## src/tts_pkg.sv

```systemverilog
// ============================================================================
// tts_pkg: shared types and constants of the timer table scheduler
// Command and result records, opcode and result codes, back-end states.
// ============================================================================
`default_nettype none

package tts_pkg;

    // Fixed widths of the request and result fields.
    localparam int ACTION_W    = 2;
    localparam int ID_W        = 4;
    localparam int IV_IN_W     = 24;
    localparam int NOW_W       = 48;

    // Defaults of the top-level parameters.
    localparam int SLOTS_DEF         = 16;
    localparam int INTERVAL_BITS_DEF = 24;

    // At most this many timers fire on one tick.
    localparam int MAX_FIRES   = 16;
    localparam int FIRE_CNT_W  = $clog2(MAX_FIRES + 1);

    // Depth of the command queue between front and back.
    localparam int CMDQ_DEPTH  = 2;

    typedef enum logic [ACTION_W-1:0] {
        OP_ADD     = 2'd0,
        OP_DELETE  = 2'd1,
        OP_RESTART = 2'd2,
        OP_TICK    = 2'd3
    } cmd_op_t;

    typedef enum logic [1:0] {
        KIND_ADD     = 2'd0,
        KIND_DELETE  = 2'd1,
        KIND_RESTART = 2'd2,
        KIND_FIRED   = 2'd3
    } res_kind_t;

    localparam logic STATUS_OK   = 1'b0;
    localparam logic STATUS_FAIL = 1'b1;

    typedef struct packed {
        cmd_op_t              op;
        logic [ID_W-1:0]      id;
        logic [IV_IN_W-1:0]   interval;
        logic                 once;
    } cmd_t;

    typedef struct packed {
        res_kind_t            kind;
        logic [ID_W-1:0]      slot_id;
        logic                 status;
        logic                 last;
    } res_t;

    typedef enum logic [2:0] {
        BK_IDLE,
        BK_ADD,
        BK_DELETE,
        BK_RST_RD,
        BK_RST_WR,
        BK_SCAN,
        BK_FIRE_RD,
        BK_FIRE_WR
    } bk_state_t;

endpackage

`default_nettype wire

```

## src/tts_front.sv

```systemverilog
// ============================================================================
// tts_front: request intake of the timer table scheduler
// Decodes each request into a command and holds it in a short queue.
// ============================================================================
`default_nettype none

module tts_front (
    input  wire logic                        clk,
    input  wire logic                        rst_n,
    input  wire logic                        push,
    output logic                             full,
    input  wire logic [tts_pkg::ACTION_W-1:0] action,
    input  wire logic [tts_pkg::ID_W-1:0]     timer_id,
    input  wire logic [tts_pkg::IV_IN_W-1:0]  interval_ticks,
    input  wire logic                        one_shot,
    output logic                             cmd_valid,
    input  wire logic                        cmd_take,
    output tts_pkg::cmd_t                    cmd
);
    import tts_pkg::*;

    localparam int PTR_W = (CMDQ_DEPTH > 1) ? $clog2(CMDQ_DEPTH) : 1;
    localparam int CNT_W = $clog2(CMDQ_DEPTH + 1);

    cmd_t               q_mem [CMDQ_DEPTH];
    logic [PTR_W-1:0]   wr_ptr_reg, rd_ptr_reg;
    logic [CNT_W-1:0]   count_reg;
    cmd_t               cmd_in;
    logic               push_ok;

    // Classify the raw action code; fields a command does not use pass along.
    always_comb
    begin
        cmd_in.id       = timer_id;
        cmd_in.interval = interval_ticks;
        cmd_in.once     = one_shot;
        case (action)
            OP_ADD:     cmd_in.op = OP_ADD;
            OP_DELETE:  cmd_in.op = OP_DELETE;
            OP_RESTART: cmd_in.op = OP_RESTART;
            default:    cmd_in.op = OP_TICK;
        endcase
    end

    assign full      = (count_reg == CNT_W'(CMDQ_DEPTH));
    assign push_ok   = push && !full;
    assign cmd_valid = (count_reg != '0);
    assign cmd       = q_mem[rd_ptr_reg];

    always_ff @(posedge clk)
    begin
        if (push_ok)
        begin
            q_mem[wr_ptr_reg] <= cmd_in;
        end
    end

    always_ff @(posedge clk or negedge rst_n)
    begin
        if (!rst_n)
        begin
            wr_ptr_reg <= '0;
            rd_ptr_reg <= '0;
            count_reg  <= '0;
        end
        else
        begin
            if (push_ok)
            begin
                wr_ptr_reg <= (wr_ptr_reg == PTR_W'(CMDQ_DEPTH - 1)) ? '0 : wr_ptr_reg + 1'b1;
            end
            if (cmd_take)
            begin
                rd_ptr_reg <= (rd_ptr_reg == PTR_W'(CMDQ_DEPTH - 1)) ? '0 : rd_ptr_reg + 1'b1;
            end
            if (push_ok && !cmd_take)
            begin
                count_reg <= count_reg + 1'b1;
            end
            else if (!push_ok && cmd_take)
            begin
                count_reg <= count_reg - 1'b1;
            end
        end
    end

endmodule

`default_nettype wire

```

## src/tts_back.sv

```systemverilog
// ============================================================================
// tts_back: command execution of the timer table scheduler
// Owns the timer table, runs commands and tick scans, holds one result.
// ============================================================================
`default_nettype none

module tts_back #(
    parameter int SLOTS         = tts_pkg::SLOTS_DEF,
    parameter int INTERVAL_BITS = tts_pkg::INTERVAL_BITS_DEF
) (
    input  wire logic         clk,
    input  wire logic         rst_n,
    input  wire logic         cmd_valid,
    output logic              cmd_take,
    input  wire tts_pkg::cmd_t cmd,
    input  wire logic         res_pop,
    output logic              res_valid,
    output tts_pkg::res_t     res
);
    import tts_pkg::*;

    localparam int SLOT_W = (SLOTS > 1) ? $clog2(SLOTS) : 1;
    localparam int CNT_W  = $clog2(SLOTS + 1);
    localparam int CMP_W  = (CNT_W > ID_W) ? CNT_W : ID_W;

    // Table storage: deadlines and periods live in single-port-read memories.
    logic [NOW_W-1:0]         dl_mem [SLOTS];
    logic [INTERVAL_BITS-1:0] pd_mem [SLOTS];

    bk_state_t                state_reg, state_next;
    cmd_t                     cmd_reg;
    logic [NOW_W-1:0]         now_reg;
    logic [SLOTS-1:0]         active_reg, once_reg, due_reg;
    logic [CNT_W-1:0]         scan_idx_reg;
    logic                     rd_vld_reg;
    logic [SLOT_W-1:0]        rd_idx_reg;
    logic [NOW_W-1:0]         rd_dl_reg;
    logic [INTERVAL_BITS-1:0] rd_pd_reg;
    logic                     best_vld_reg;
    logic [SLOT_W-1:0]        best_reg;
    logic [NOW_W-1:0]         best_dl_reg;
    logic                     mark_reg;
    logic [FIRE_CNT_W-1:0]    fire_cnt_reg;
    logic                     res_valid_reg;
    res_t                     res_reg;

    logic                     out_free;
    logic                     free_found;
    logic [SLOT_W-1:0]        free_slot;
    logic [SLOT_W-1:0]        id_slot;
    logic                     id_ok;
    logic                     due_j, cand, upd, scan_done, best_vld_nx;
    logic [SLOTS-1:0]         due_rest;
    logic                     fire_last;

    logic [SLOT_W-1:0]        rd_addr;
    logic                     rd_issue;
    logic                     dl_we, pd_we, act_set, act_clr, once_we, due_clr;
    logic [SLOT_W-1:0]        wr_slot;
    logic [NOW_W-1:0]         dl_wdata;
    logic                     emit;
    res_t                     res_next;
    logic                     tick_start, rescan;

    assign out_free = !res_valid_reg || res_pop;
    assign id_slot  = SLOT_W'(cmd_reg.id);
    assign id_ok    = (CMP_W'(cmd_reg.id) < CMP_W'(SLOTS)) && active_reg[id_slot];

    // Lowest free slot.
    always_comb
    begin
        free_found = 1'b0;
        free_slot  = '0;
        for (int i = SLOTS - 1; i >= 0; i--)
        begin
            if (!active_reg[i])
            begin
                free_found = 1'b1;
                free_slot  = SLOT_W'(i);
            end
        end
    end

    // Scan evaluation on the deadline just read.
    always_comb
    begin
        due_j       = active_reg[rd_idx_reg] && (rd_dl_reg <= now_reg);
        cand        = mark_reg ? due_j : due_reg[rd_idx_reg];
        upd         = rd_vld_reg && cand && (!best_vld_reg || (rd_dl_reg < best_dl_reg));
        scan_done   = (state_reg == BK_SCAN) && rd_vld_reg
                      && (rd_idx_reg == SLOT_W'(SLOTS - 1));
        best_vld_nx = best_vld_reg || upd;
        due_rest    = due_reg & ~(SLOTS'(1) << best_reg);
        fire_last   = (due_rest == '0) || (fire_cnt_reg == FIRE_CNT_W'(MAX_FIRES - 1));
    end

    // Next state.
    always_comb
    begin
        state_next = state_reg;
        case (state_reg)
            BK_IDLE:
            begin
                if (cmd_valid)
                begin
                    case (cmd.op)
                        OP_ADD:     state_next = BK_ADD;
                        OP_DELETE:  state_next = BK_DELETE;
                        OP_RESTART: state_next = BK_RST_RD;
                        default:    state_next = BK_SCAN;
                    endcase
                end
            end
            BK_ADD, BK_DELETE, BK_RST_WR:
            begin
                if (out_free)
                begin
                    state_next = BK_IDLE;
                end
            end
            BK_RST_RD:  state_next = BK_RST_WR;
            BK_SCAN:
            begin
                if (scan_done)
                begin
                    state_next = best_vld_nx ? BK_FIRE_RD : BK_IDLE;
                end
            end
            BK_FIRE_RD: state_next = BK_FIRE_WR;
            BK_FIRE_WR:
            begin
                if (out_free)
                begin
                    state_next = fire_last ? BK_IDLE : BK_SCAN;
                end
            end
            default:    state_next = BK_IDLE;
        endcase
    end

    // Datapath controls.
    always_comb
    begin
        cmd_take   = 1'b0;
        rd_addr    = id_slot;
        rd_issue   = 1'b0;
        dl_we      = 1'b0;
        pd_we      = 1'b0;
        act_set    = 1'b0;
        act_clr    = 1'b0;
        once_we    = 1'b0;
        due_clr    = 1'b0;
        wr_slot    = id_slot;
        dl_wdata   = now_reg + NOW_W'(rd_pd_reg);
        emit       = 1'b0;
        res_next   = '{kind: KIND_ADD, slot_id: '0, status: STATUS_OK, last: 1'b1};
        tick_start = 1'b0;
        rescan     = 1'b0;
        case (state_reg)
            BK_IDLE:
            begin
                cmd_take   = cmd_valid;
                tick_start = cmd_valid && (cmd.op == OP_TICK);
            end
            BK_ADD:
            begin
                emit     = out_free;
                wr_slot  = free_slot;
                dl_wdata = now_reg + NOW_W'(INTERVAL_BITS'(cmd_reg.interval));
                res_next = '{kind: KIND_ADD,
                             slot_id: free_found ? ID_W'(free_slot) : '0,
                             status: free_found ? STATUS_OK : STATUS_FAIL,
                             last: 1'b1};
                if (out_free && free_found)
                begin
                    dl_we   = 1'b1;
                    pd_we   = 1'b1;
                    act_set = 1'b1;
                    once_we = 1'b1;
                end
            end
            BK_DELETE:
            begin
                emit     = out_free;
                act_clr  = out_free && id_ok;
                res_next = '{kind: KIND_DELETE, slot_id: cmd_reg.id,
                             status: id_ok ? STATUS_OK : STATUS_FAIL, last: 1'b1};
            end
            BK_RST_WR:
            begin
                emit     = out_free;
                dl_we    = out_free && id_ok;
                res_next = '{kind: KIND_RESTART, slot_id: cmd_reg.id,
                             status: id_ok ? STATUS_OK : STATUS_FAIL, last: 1'b1};
            end
            BK_SCAN:
            begin
                rd_addr  = scan_idx_reg[SLOT_W-1:0];
                rd_issue = (scan_idx_reg < CNT_W'(SLOTS));
            end
            BK_FIRE_RD:
            begin
                rd_addr  = best_reg;
            end
            BK_FIRE_WR:
            begin
                rd_addr  = best_reg;
                wr_slot  = best_reg;
                emit     = out_free;
                res_next = '{kind: KIND_FIRED, slot_id: ID_W'(best_reg),
                             status: STATUS_OK, last: fire_last};
                if (out_free)
                begin
                    due_clr = 1'b1;
                    rescan  = !fire_last;
                    if (once_reg[best_reg])
                    begin
                        act_clr = 1'b1;
                    end
                    else
                    begin
                        dl_we = 1'b1;
                    end
                end
            end
            default:
            begin
            end
        endcase
    end

    // Table memories, registered read.
    always_ff @(posedge clk)
    begin
        if (dl_we)
        begin
            dl_mem[wr_slot] <= dl_wdata;
        end
        if (pd_we)
        begin
            pd_mem[wr_slot] <= INTERVAL_BITS'(cmd_reg.interval);
        end
        rd_dl_reg <= dl_mem[rd_addr];
        rd_pd_reg <= pd_mem[rd_addr];
    end

    always_ff @(posedge clk or negedge rst_n)
    begin
        if (!rst_n)
        begin
            state_reg     <= BK_IDLE;
            now_reg       <= '0;
            active_reg    <= '0;
            rd_vld_reg    <= 1'b0;
            res_valid_reg <= 1'b0;
        end
        else
        begin
            state_reg  <= state_next;
            rd_vld_reg <= rd_issue;
            if (tick_start)
            begin
                now_reg <= now_reg + 1'b1;
            end
            if (act_set)
            begin
                active_reg[wr_slot] <= 1'b1;
            end
            if (act_clr)
            begin
                active_reg[wr_slot] <= 1'b0;
            end
            if (emit)
            begin
                res_valid_reg <= 1'b1;
            end
            else if (res_pop)
            begin
                res_valid_reg <= 1'b0;
            end
        end
    end

    always_ff @(posedge clk)
    begin
        rd_idx_reg <= rd_addr;
        if (cmd_take)
        begin
            cmd_reg <= cmd;
        end
        if (once_we)
        begin
            once_reg[wr_slot] <= cmd_reg.once;
        end
        if (emit)
        begin
            res_reg <= res_next;
        end
        if (tick_start)
        begin
            fire_cnt_reg <= '0;
        end
        else if (due_clr)
        begin
            fire_cnt_reg <= fire_cnt_reg + 1'b1;
        end
        if (tick_start || rescan)
        begin
            scan_idx_reg <= '0;
            best_vld_reg <= 1'b0;
            mark_reg     <= tick_start;
        end
        else if (state_reg == BK_SCAN)
        begin
            if (rd_issue)
            begin
                scan_idx_reg <= scan_idx_reg + 1'b1;
            end
            if (rd_vld_reg && mark_reg)
            begin
                due_reg[rd_idx_reg] <= due_j;
            end
            if (upd)
            begin
                best_vld_reg <= 1'b1;
                best_reg     <= rd_idx_reg;
                best_dl_reg  <= rd_dl_reg;
            end
            if (scan_done)
            begin
                mark_reg <= 1'b0;
            end
        end
        if (due_clr)
        begin
            due_reg[best_reg] <= 1'b0;
        end
    end

    assign res_valid = res_valid_reg;
    assign res       = res_reg;

endmodule

`default_nettype wire

```

## src/timer_table_scheduler_core.sv

```systemverilog
// ============================================================================
// timer_table_scheduler_core: table of one-shot and periodic software timers
// Adds, deletes and restarts timers and fires due timers on each tick.
// ============================================================================
//
// Channel   | Side   | Handshake           | Fields
// ----------+--------+---------------------+-------------------------------------
// request   | input  | push / full         | action, timer_id, interval_ticks,
//           |        |                     | one_shot
// result    | output | pop / empty         | kind, slot_id, status, last
//
// Flow: a request waits in a two-entry command queue until the idle back
// end takes it. Add and delete then run in one state; restart reads the
// period memory in one state and writes the new deadline in the next. A
// tick walks the deadline memory once to mark the due timers and find the
// earliest, and every fire reads and updates its slot and, unless it is
// the last fire of the tick, walks the memory again to find the next one.
// Each fire needs a new walk because the deadline memory has a single
// read port.
// Reset: asynchronous, active low. It clears the time count, all active
// flags, the command queue and the result register; the deadline and
// period memories keep no reset value and need no clearing pass.
// Stalls: while the result register is full and not popped, the back end
// holds in any state that writes a result; requests still collect in the
// command queue until it fills and raises full.
//
`default_nettype none

module timer_table_scheduler_core #(
    parameter int SLOTS         = tts_pkg::SLOTS_DEF,
    parameter int INTERVAL_BITS = tts_pkg::INTERVAL_BITS_DEF
) (
    input  wire logic                         clk,
    input  wire logic                         rst_n,
    // Request side.
    input  wire logic                         push,
    output logic                              full,
    input  wire logic [tts_pkg::ACTION_W-1:0] action,
    input  wire logic [tts_pkg::ID_W-1:0]     timer_id,
    input  wire logic [tts_pkg::IV_IN_W-1:0]  interval_ticks,
    input  wire logic                         one_shot,
    // Result side.
    output logic                              empty,
    input  wire logic                         pop,
    output logic [1:0]                        kind,
    output logic [tts_pkg::ID_W-1:0]          slot_id,
    output logic                              status,
    output logic                              last
);
    import tts_pkg::*;

    cmd_t   cmd;
    logic   cmd_valid;
    logic   cmd_take;
    logic   res_valid;
    res_t   res;
    logic   res_pop;

    // The front end decodes requests and buffers them so that a new request
    // can be taken while the back end is busy with a tick scan or waits on
    // an unread result.
    tts_front u_front (
        .clk            (clk),
        .rst_n          (rst_n),
        .push           (push),
        .full           (full),
        .action         (action),
        .timer_id       (timer_id),
        .interval_ticks (interval_ticks),
        .one_shot       (one_shot),
        .cmd_valid      (cmd_valid),
        .cmd_take       (cmd_take),
        .cmd            (cmd)
    );

    // The back end owns the timer table and the time count and produces the
    // results into a single output register.
    tts_back #(
        .SLOTS         (SLOTS),
        .INTERVAL_BITS (INTERVAL_BITS)
    ) u_back (
        .clk       (clk),
        .rst_n     (rst_n),
        .cmd_valid (cmd_valid),
        .cmd_take  (cmd_take),
        .cmd       (cmd),
        .res_pop   (res_pop),
        .res_valid (res_valid),
        .res       (res)
    );

    assign empty   = !res_valid;
    assign res_pop = pop && res_valid;
    assign kind    = res.kind;
    assign slot_id = res.slot_id;
    assign status  = res.status;
    assign last    = res.last;

    // Only a tick can cause more than one result, so a result that is not
    // the final one of its request is always a fired timer.
    a_not_last_is_fire: assert property (@(posedge clk) disable iff (!rst_n)
        (!empty && !last) |-> (kind == KIND_FIRED))
        else $error("non-final result is not a fired timer");

    // Fired timers never carry a failure status.
    a_fire_ok: assert property (@(posedge clk) disable iff (!rst_n)
        (!empty && kind == KIND_FIRED) |-> (status == STATUS_OK))
        else $error("fired timer with failure status");

    // After a non-final result is taken, the next result shown belongs to
    // the same tick and is a fired timer again.
    a_series_continues: assert property (@(posedge clk) disable iff (!rst_n)
        (pop && !empty && !last) |=> (empty || kind == KIND_FIRED))
        else $error("tick result series broken");

endmodule

`default_nettype wire

```

## config.mk

```make
export PLATFORM = sky130hd
export DESIGN_NAME = timer_table_scheduler_core
export DESIGN_NICKNAME = d
export VERILOG_FILES = /design/src/tts_pkg.sv /design/src/tts_front.sv /design/src/tts_back.sv /design/src/timer_table_scheduler_core.sv
export SDC_FILE = /design/constraint.sdc
export NUM_CORES = 2
export LEC_CHECK = 0
export BUFFER_PORTS_ARGS = -buffer_cell sky130_fd_sc_hd__buf_2
export CORE_ASPECT_RATIO = 1.2
export CORE_MARGIN = 2
export CORE_UTILIZATION = 40
export DETAILED_ROUTE_END_ITERATION = 16
export GPL_ROUTABILITY_DRIVEN = 0
export SYNTH_ARGS = -nofsm -noshare
export SYNTH_HDL_FRONTEND = slang
export SYNTH_SLANG_ARGS = --single-unit
```

## constraint.sdc

```tcl
create_clock -name clk -period 9.2 [get_ports clk]
set_input_delay 1.84 -clock clk [delete_from_list [all_inputs] [get_ports clk]]
set_output_delay 1.84 -clock clk [all_outputs]
set_load 0.05 [all_outputs]
```

== Yosys cells after proc, flatten, opt, wreduce, memory -nomap -nowiden ==
Memory sizes are Yosys's and may differ from the RTL's. A register that Yosys moved wholly into a read port is not among the register bits.
Index checks and enable logic that the tools add are counted.
Operators by class
  add/sub/neg operators: 9
  multipliers: 0
  divide/modulo/power cells: 0
  magnitude comparators: 10
  equal/unequal tests: 19
  shift operators: 1
  muxes and demuxes: 102
  bitwise operators: 8
  reductions and logical operators: 44
Operator list (count)
  adder 48 x 24 -> 48 bit: 2
  2-to-1 mux 16 bit: 6
  2-to-1 mux 4 bit: 17
  2-to-1 mux 1 bit: 53
  adder 48 x 1 -> 48 bit, second input constant: 1
  AND 16 bit: 3
  <= comparator 48 bit: 1
  less-than comparator 48 bit: 1
  2-to-1 mux 48 bit: 1
  NOT 16 bit: 3
  bitwise mux 16 bit: 2
  case mux 8 bit (4 select lines): 1
  less-than comparator 4 x 5 -> 1 bit, second input constant: 4
  2-to-1 mux 3 bit: 6
  case mux 3 bit (6 select lines): 1
  binary-select mux 1 bit (select 4 bit): 4
  logical AND 1 bit: 16
  zero test 16 bit: 1
  OR 16 bit: 1
  case mux 4 bit (2 select lines): 2
  left shift 1 x 4 -> 16 bit, first input constant: 1
  demux 1 bit (select 4 bit): 3
  == test 3 bit, second input constant: 4
  greater-or-equal comparator 4 x 1 -> 1 bit, second input constant: 3
  other kinds (29): 56
Storage, ports and cells
  bits in registers: 210
  latch bits: 0
  memory bits (writable): 1214
  memory bits (read-only): 0
  word-level logic and storage cells: 220
  memories: 3
Memories
  u_back.dl_mem: depth 16, bits a word 48, read ports 1, clocked after Yosys merged registers in 1, write ports 1, line tts_back.sv:27  | logic [NOW_W-1:0] dl_mem [SLOTS];
  u_back.pd_mem: depth 16, bits a word 24, read ports 1, clocked after Yosys merged registers in 1, write ports 1, line tts_back.sv:28  | logic [INTERVAL_BITS-1:0] pd_mem [SLOTS];
  u_front.q_mem: depth 2, bits a word 31, read ports 1, clocked after Yosys merged registers in 0, write ports 1, line tts_front.sv:25  | cmd_t q_mem [CMDQ_DEPTH];

== Depth between registers and ports, before layout ==
  word-level depth: 25
  depth in mapped cells: 15
  gate-level depth less buffers: 11

== Hierarchy ==
From an unflattened synthesis, not the netlist that was laid out.
Unflattened totals
  cell total of the unflattened synthesis: 3564
  area, all modules: 61377.6 um^2
By module, submodules not included
  tts_back: instances 1, cells an instance 3444, area an instance 58771.4 um^2, seq. area each 41564.9 um^2
  tts_front: instances 1, cells an instance 118, area an instance 2596.2 um^2, seq. area each 1961.9 um^2
  timer_table_scheduler_core: instances 1, cells an instance 2, area an instance 10.0 um^2, seq. area each 0.0 um^2

== Worst setup path after synthesis ==
No wires, ideal clock.
  path type: register to register
  start: reg u_back.now_reg[39]
  end: reg u_back.best_dl_reg[0], enable pin
  setup time: 0.590 ns
  arrival: 7.280 ns
  data required time: 8.610 ns
  setup slack: 1.330 ns
  cell stages (with the launch flop): 9
  period minus slack after synthesis: 7.870 ns
  cell sequence: dfrtp_1 > inv_1 > ha_1 > nand4_1 > nor4_1 > nand3_1 > nor4_2 > a311oi_2 > nor4_1
On the way
  cells in the longest elaborated chain, start to end: 6
RTL lines
  from (decl): line tts_back.sv:32  | logic [NOW_W-1:0] now_reg;
  from (signal assigned): line tts_back.sv:263  | now_reg <= now_reg + 1'b1;
  <= comparator 48 bit: line tts_back.sv:87  | due_j = active_reg[rd_idx_reg] && (rd_dl_reg <= now_reg);
  logical AND 1 bit: line tts_back.sv:87
  2-to-1 mux 1 bit: line tts_back.sv:88  | cand = mark_reg ? due_j : due_reg[rd_idx_reg];
  logical AND 1 bit (2 in a row): line tts_back.sv:89  | upd = rd_vld_reg && cand && (!best_vld_reg || (rd_dl_reg < best_dl_reg));
  AND reduction 3 bit (no line)
  to (signal assigned): line tts_back.sv:327  | best_dl_reg <= rd_dl_reg;
  to (decl): line tts_back.sv:41  | logic [NOW_W-1:0] best_dl_reg;
Every way passes these cells.
A chain may end at the register's enable or synchronous reset.

== Worst setup path after layout ==
  start: reg u_back.state_reg[2]
  end: mem u_back.dl_mem[13][42] (data pin)
On the way
  cells in the longest elaborated chain, start to end: 2
RTL lines
  from (decl): line tts_back.sv:30  | bk_state_t state_reg, state_next;
  from (signal assigned): line tts_back.sv:259  | state_reg <= state_next;
  == test 3 x 1 -> 1 bit: line tts_back.sv:159  | case (state_reg)
  2-to-1 mux 48 bit: line tts_back.sv:159
  net u_back.dl_wdata[42]: line tts_back.sv:60  | logic [NOW_W-1:0] dl_wdata;
  to (decl): line tts_back.sv:27
The timed path passes the listed nets, and every way through them passes these cells.

==> summary.txt <==
Outcome
  – Status: finished clean

Place
  – Placed Cells incl. Taps: roughly 5500
  – Cell area after placement: 64250 µm²
  – Port Buf Inserts: 44
  – Post-place setup slack: roughly 3.1 ns
  – Detail Placement HPWL: 84.11 mm

Clock tree
  – Clock transition at path regs: roughly 0.06 ns
  – Max Root-Sink Buffers: 3
  – Worst-Skew Late Latency: roughly 0.79 ns
  – Hold_buf cts: 0
  – CTS root buffer: clkbuf_16
  – CTS tree: built
  – CTS Sinks: roughly 1500
  – Post-CTS setup buffers: 0
  – CTS H-tree lvls: 4
  – Num CTS Buffers: 152
  – Total of cells resized after clock tree synthesis: 0

Yosys
  – Synth Instances: approximately 3600
  – Syn Area/Cell: about 17 µm²
  – Number of synthesized flops with an enable pin: 1320
  – Yosys Warn Count: 0
  – Area of the mapped netlist: 61390 µm²
  – Commonest register cell after synthesis: edfxtp_1
  – Yosys cell types: between 80 and 90
  – Sequential element share of the synthesized area: 0.7090
  – #FFs+latches synth: around 1500
  – Ys async rst share: 0.04880
  – Synthesized Nets: about 3800

Floorplan
  – Die Y: 433.2 µm
  – I/O Pins: 45
  – Die W: 361.6 µm
  – Starting Density: 0.4027
  – Die area: 156600 µm²
  – Core Box Area: 152400 µm²
  – Row count: 157

Layout
  – Util after Layout: 0.4535
  – Layout cells sized above 1: 0.1995
  – NumNets Final: 3880
  – Flip-flop count of the largest register after layout: 768
  – Seq. cell area: around 44000 µm²
  – Top reg by flops: u_back.dl_mem
  – Design Area, Final: 69130 µm²
  – Non-filler cells, final: 5833
  – Number of fill cells: about 13000
  – Area taken by multi-input logic gates: roughly 17000 µm²
  – Top Registers: u_back.dl_mem x768, u_back.pd_mem x384, u_front.q_mem x62
  – Area grow syn2layout: 12.60%

Drt
  – DRC viols: 0
  – Per-cell routed wire length: 25.37 µm
  – Post-Route WL: 148.0 mm
  – Drt pass-1 iters: 5
  – Via-to-Cell Ratio: roughly 5.6
  – Antenna Violating Nets Remaining: 0
  – Via Count: 32720
  – Starting DRT DRC Count: 2810

Pwr
  – Lkg Pwr: 24.28 nW
  – Pwr Density: 196.0 nW/µm²
  – Proportion of power drawn by combinational gates: 0.009
  – Cell-internal power: between 10 and 15 mW
  – Worst VDD drop: 0.0001708 V
  – Switch Pwr: 2.722 mW
  – Sw Ratio: 0.2009
  – Flop pwr share: 0.546
  – Clock power frac: 0.445
  – Pwr Total: around 14 mW

Worst hold path
  – Hold Crit Class: reg2reg
  – Hold path cells: 0

Worst setup path
  – CP Launch Type: flip-flop
  – CP Cell Sequence: or3b_1 -> buf_4 -> mux2_2 -> ha_1 -> fa_1 -> a21oi_1 -> o211ai_1 -> a311oi_1 -> nor3b_1 -> buf_4 -> o21ai_0 -> o21ai_0 -> xnor2_1
  – Critical setup path kind: reg2reg
  – Bufs and invs on worst path: 2
  – Crit-path max FO: 33
  – Crit path largest cell delay: 1.04 ns
  – R2R cell count: 13
  – Critical path's top delay family: compound AO/OA/AOI/OAI gates
  – Crit. End Element: flip-flop
  – Worst Path Required: 9.61 ns
  – Slowest CP cell: dfrtp_1
  – Crit path depth: 13
  – Arrival time at the worst endpoint: 6.54 ns

Timing
  – Min cycle time layout: between 6 and 7 ns
  – Final Cycle Share: 0.6665
  – Post-route setup TNS: 0 ns
  – Min Hold Slack: roughly 0.47 ns
  – Final setup skew: 0.03027 ns
  – Fin. max-slew vios: 0
  – Final hold viol count: 0
  – Rel. slew slack: 0.1260
  – FMAX: 163.1 MHz
  – Least-Margin Pin Slew: 1.302 ns
  – Endpoints failing setup: 0
  – Final WS setup: a little over 3 ns
  – RSZ-0062 raised after global routing: no

GRT
  – Grt total ovfl: 0
  – Gr usage total: 0.1899
  – First-pass GRT wire length: 220.2 mm
  – Initial antenna violation count: 2
  – Vias in the first global route: ~34000
  – Pin count of the biggest net entering global routing: 139

Flow run
  – Max Cap Violations: 0
## power by group through the flow
stage               clock, mW  sequential, mW  combinational [mW]
floorplan                   0            7.53              0.0777
global placement            0            7.54               0.132
detailed placement          0            7.54               0.132
CTS                      6.15            7.40               0.133
global route             6.39            7.40               0.142
finish                   6.02            7.40               0.127
## layout by cell type, fill, tap and decap left out, drive strengths merged, types with 19 or more instances in the layout
| master | Yosys | layout |
|---|---|---|
| nand3 | 41 | 41 |
| mux4 | 307 | 307 |
| nand2 | 398 | 398 |
| ha | 127 | 127 |
| nor2 | 111 | 111 |
| a21oi | 77 | 77 |
| dfrtp | 73 | 73 |
| buf | 72 | 123 |
| and3 | 89 | 89 |
| nor2b | 19 | 19 |
| mux2 | 55 | 55 |
| a21o | 20 | 20 |
| o21ai | 55 | 55 |
| a31oi | 84 | 84 |
| edfxtp | 1320 | 1320 |
| nor3 | 70 | 70 |
| xnor2 | 85 | 85 |
| dfxtp | 103 | 103 |
| clkinv | 2 | 57 |
| clkbuf | 90 | 204 |
| nand4 | 37 | 37 |
| inv | 114 | 123 |
## final timing paths
kind / start / endpoint / slack (ns)
max: u_back.state_reg[2] / u_back.dl_mem[13][42] / 3.07
min: u_back.rd_dl_reg[0] / u_back.best_dl_reg[0] / 0.47
max reg2reg: u_back.state_reg[2] / u_back.dl_mem[13][42] / 3.07
min reg2reg: u_back.rd_dl_reg[0] / u_back.best_dl_reg[0] / 0.47
max in group asynchronous: rst_n / u_back.now_reg[34] / 7.07
min in group asynchronous: rst_n / u_front.wr_ptr_reg / 0.94
## logic make-up after synthesis
group / after synthesis / share of synthesized area
flops: 1496 / 0.7090
simple gates: 855 / 0.06612
mux: 372 / 0.1243
compound gates: 371 / 0.03993
buf+inv: 278 / 0.01981
fa+ha+maj: 129 / 0.02654
xor+xnor: 100 / 0.01427
## layout make-up
class	instances	area share
clock inverters	79	0.01075
flip-flops and latches	1496	0.6297
well taps	1987	0.03596
multi-input cells	1827	0.2447
diodes	1	0.00003620
inverters	116	0.006389
clock buffers	204	0.05977
repair buffers	123	0.01271
## Yosys cell counts (77+ instances only)
master	number	area share
nand2_1	397	0.024
dfxtp_1	103	0.034
edfxtp_1	1320	0.65
nor2_1	111	0.0068
xnor2_1	85	0.012
ha_1	127	0.026
clkbuf_1	90	0.0055
a21oi_1	77	0.0063
mux4_2	307	0.11
and3_1	89	0.0091
a31oi_1	84	0.0086
inv_1	113	0.0069
## routing by layer
layer / up-vias / routed length (µm) / global-route usage / part of all wire
met5: - / 16 / 0 / 0.00011
met4: 2 / 3614 / 0.05717 / 0.024
met3: 220 / 6606 / 0.02570 / 0.045
met2: 861 / 76520 / 0.3362 / 0.52
met1: 17200 / 61230 / 0.2429 / 0.41
li1: 14430 / - / - / -
(Power assumes the default switching activity.)
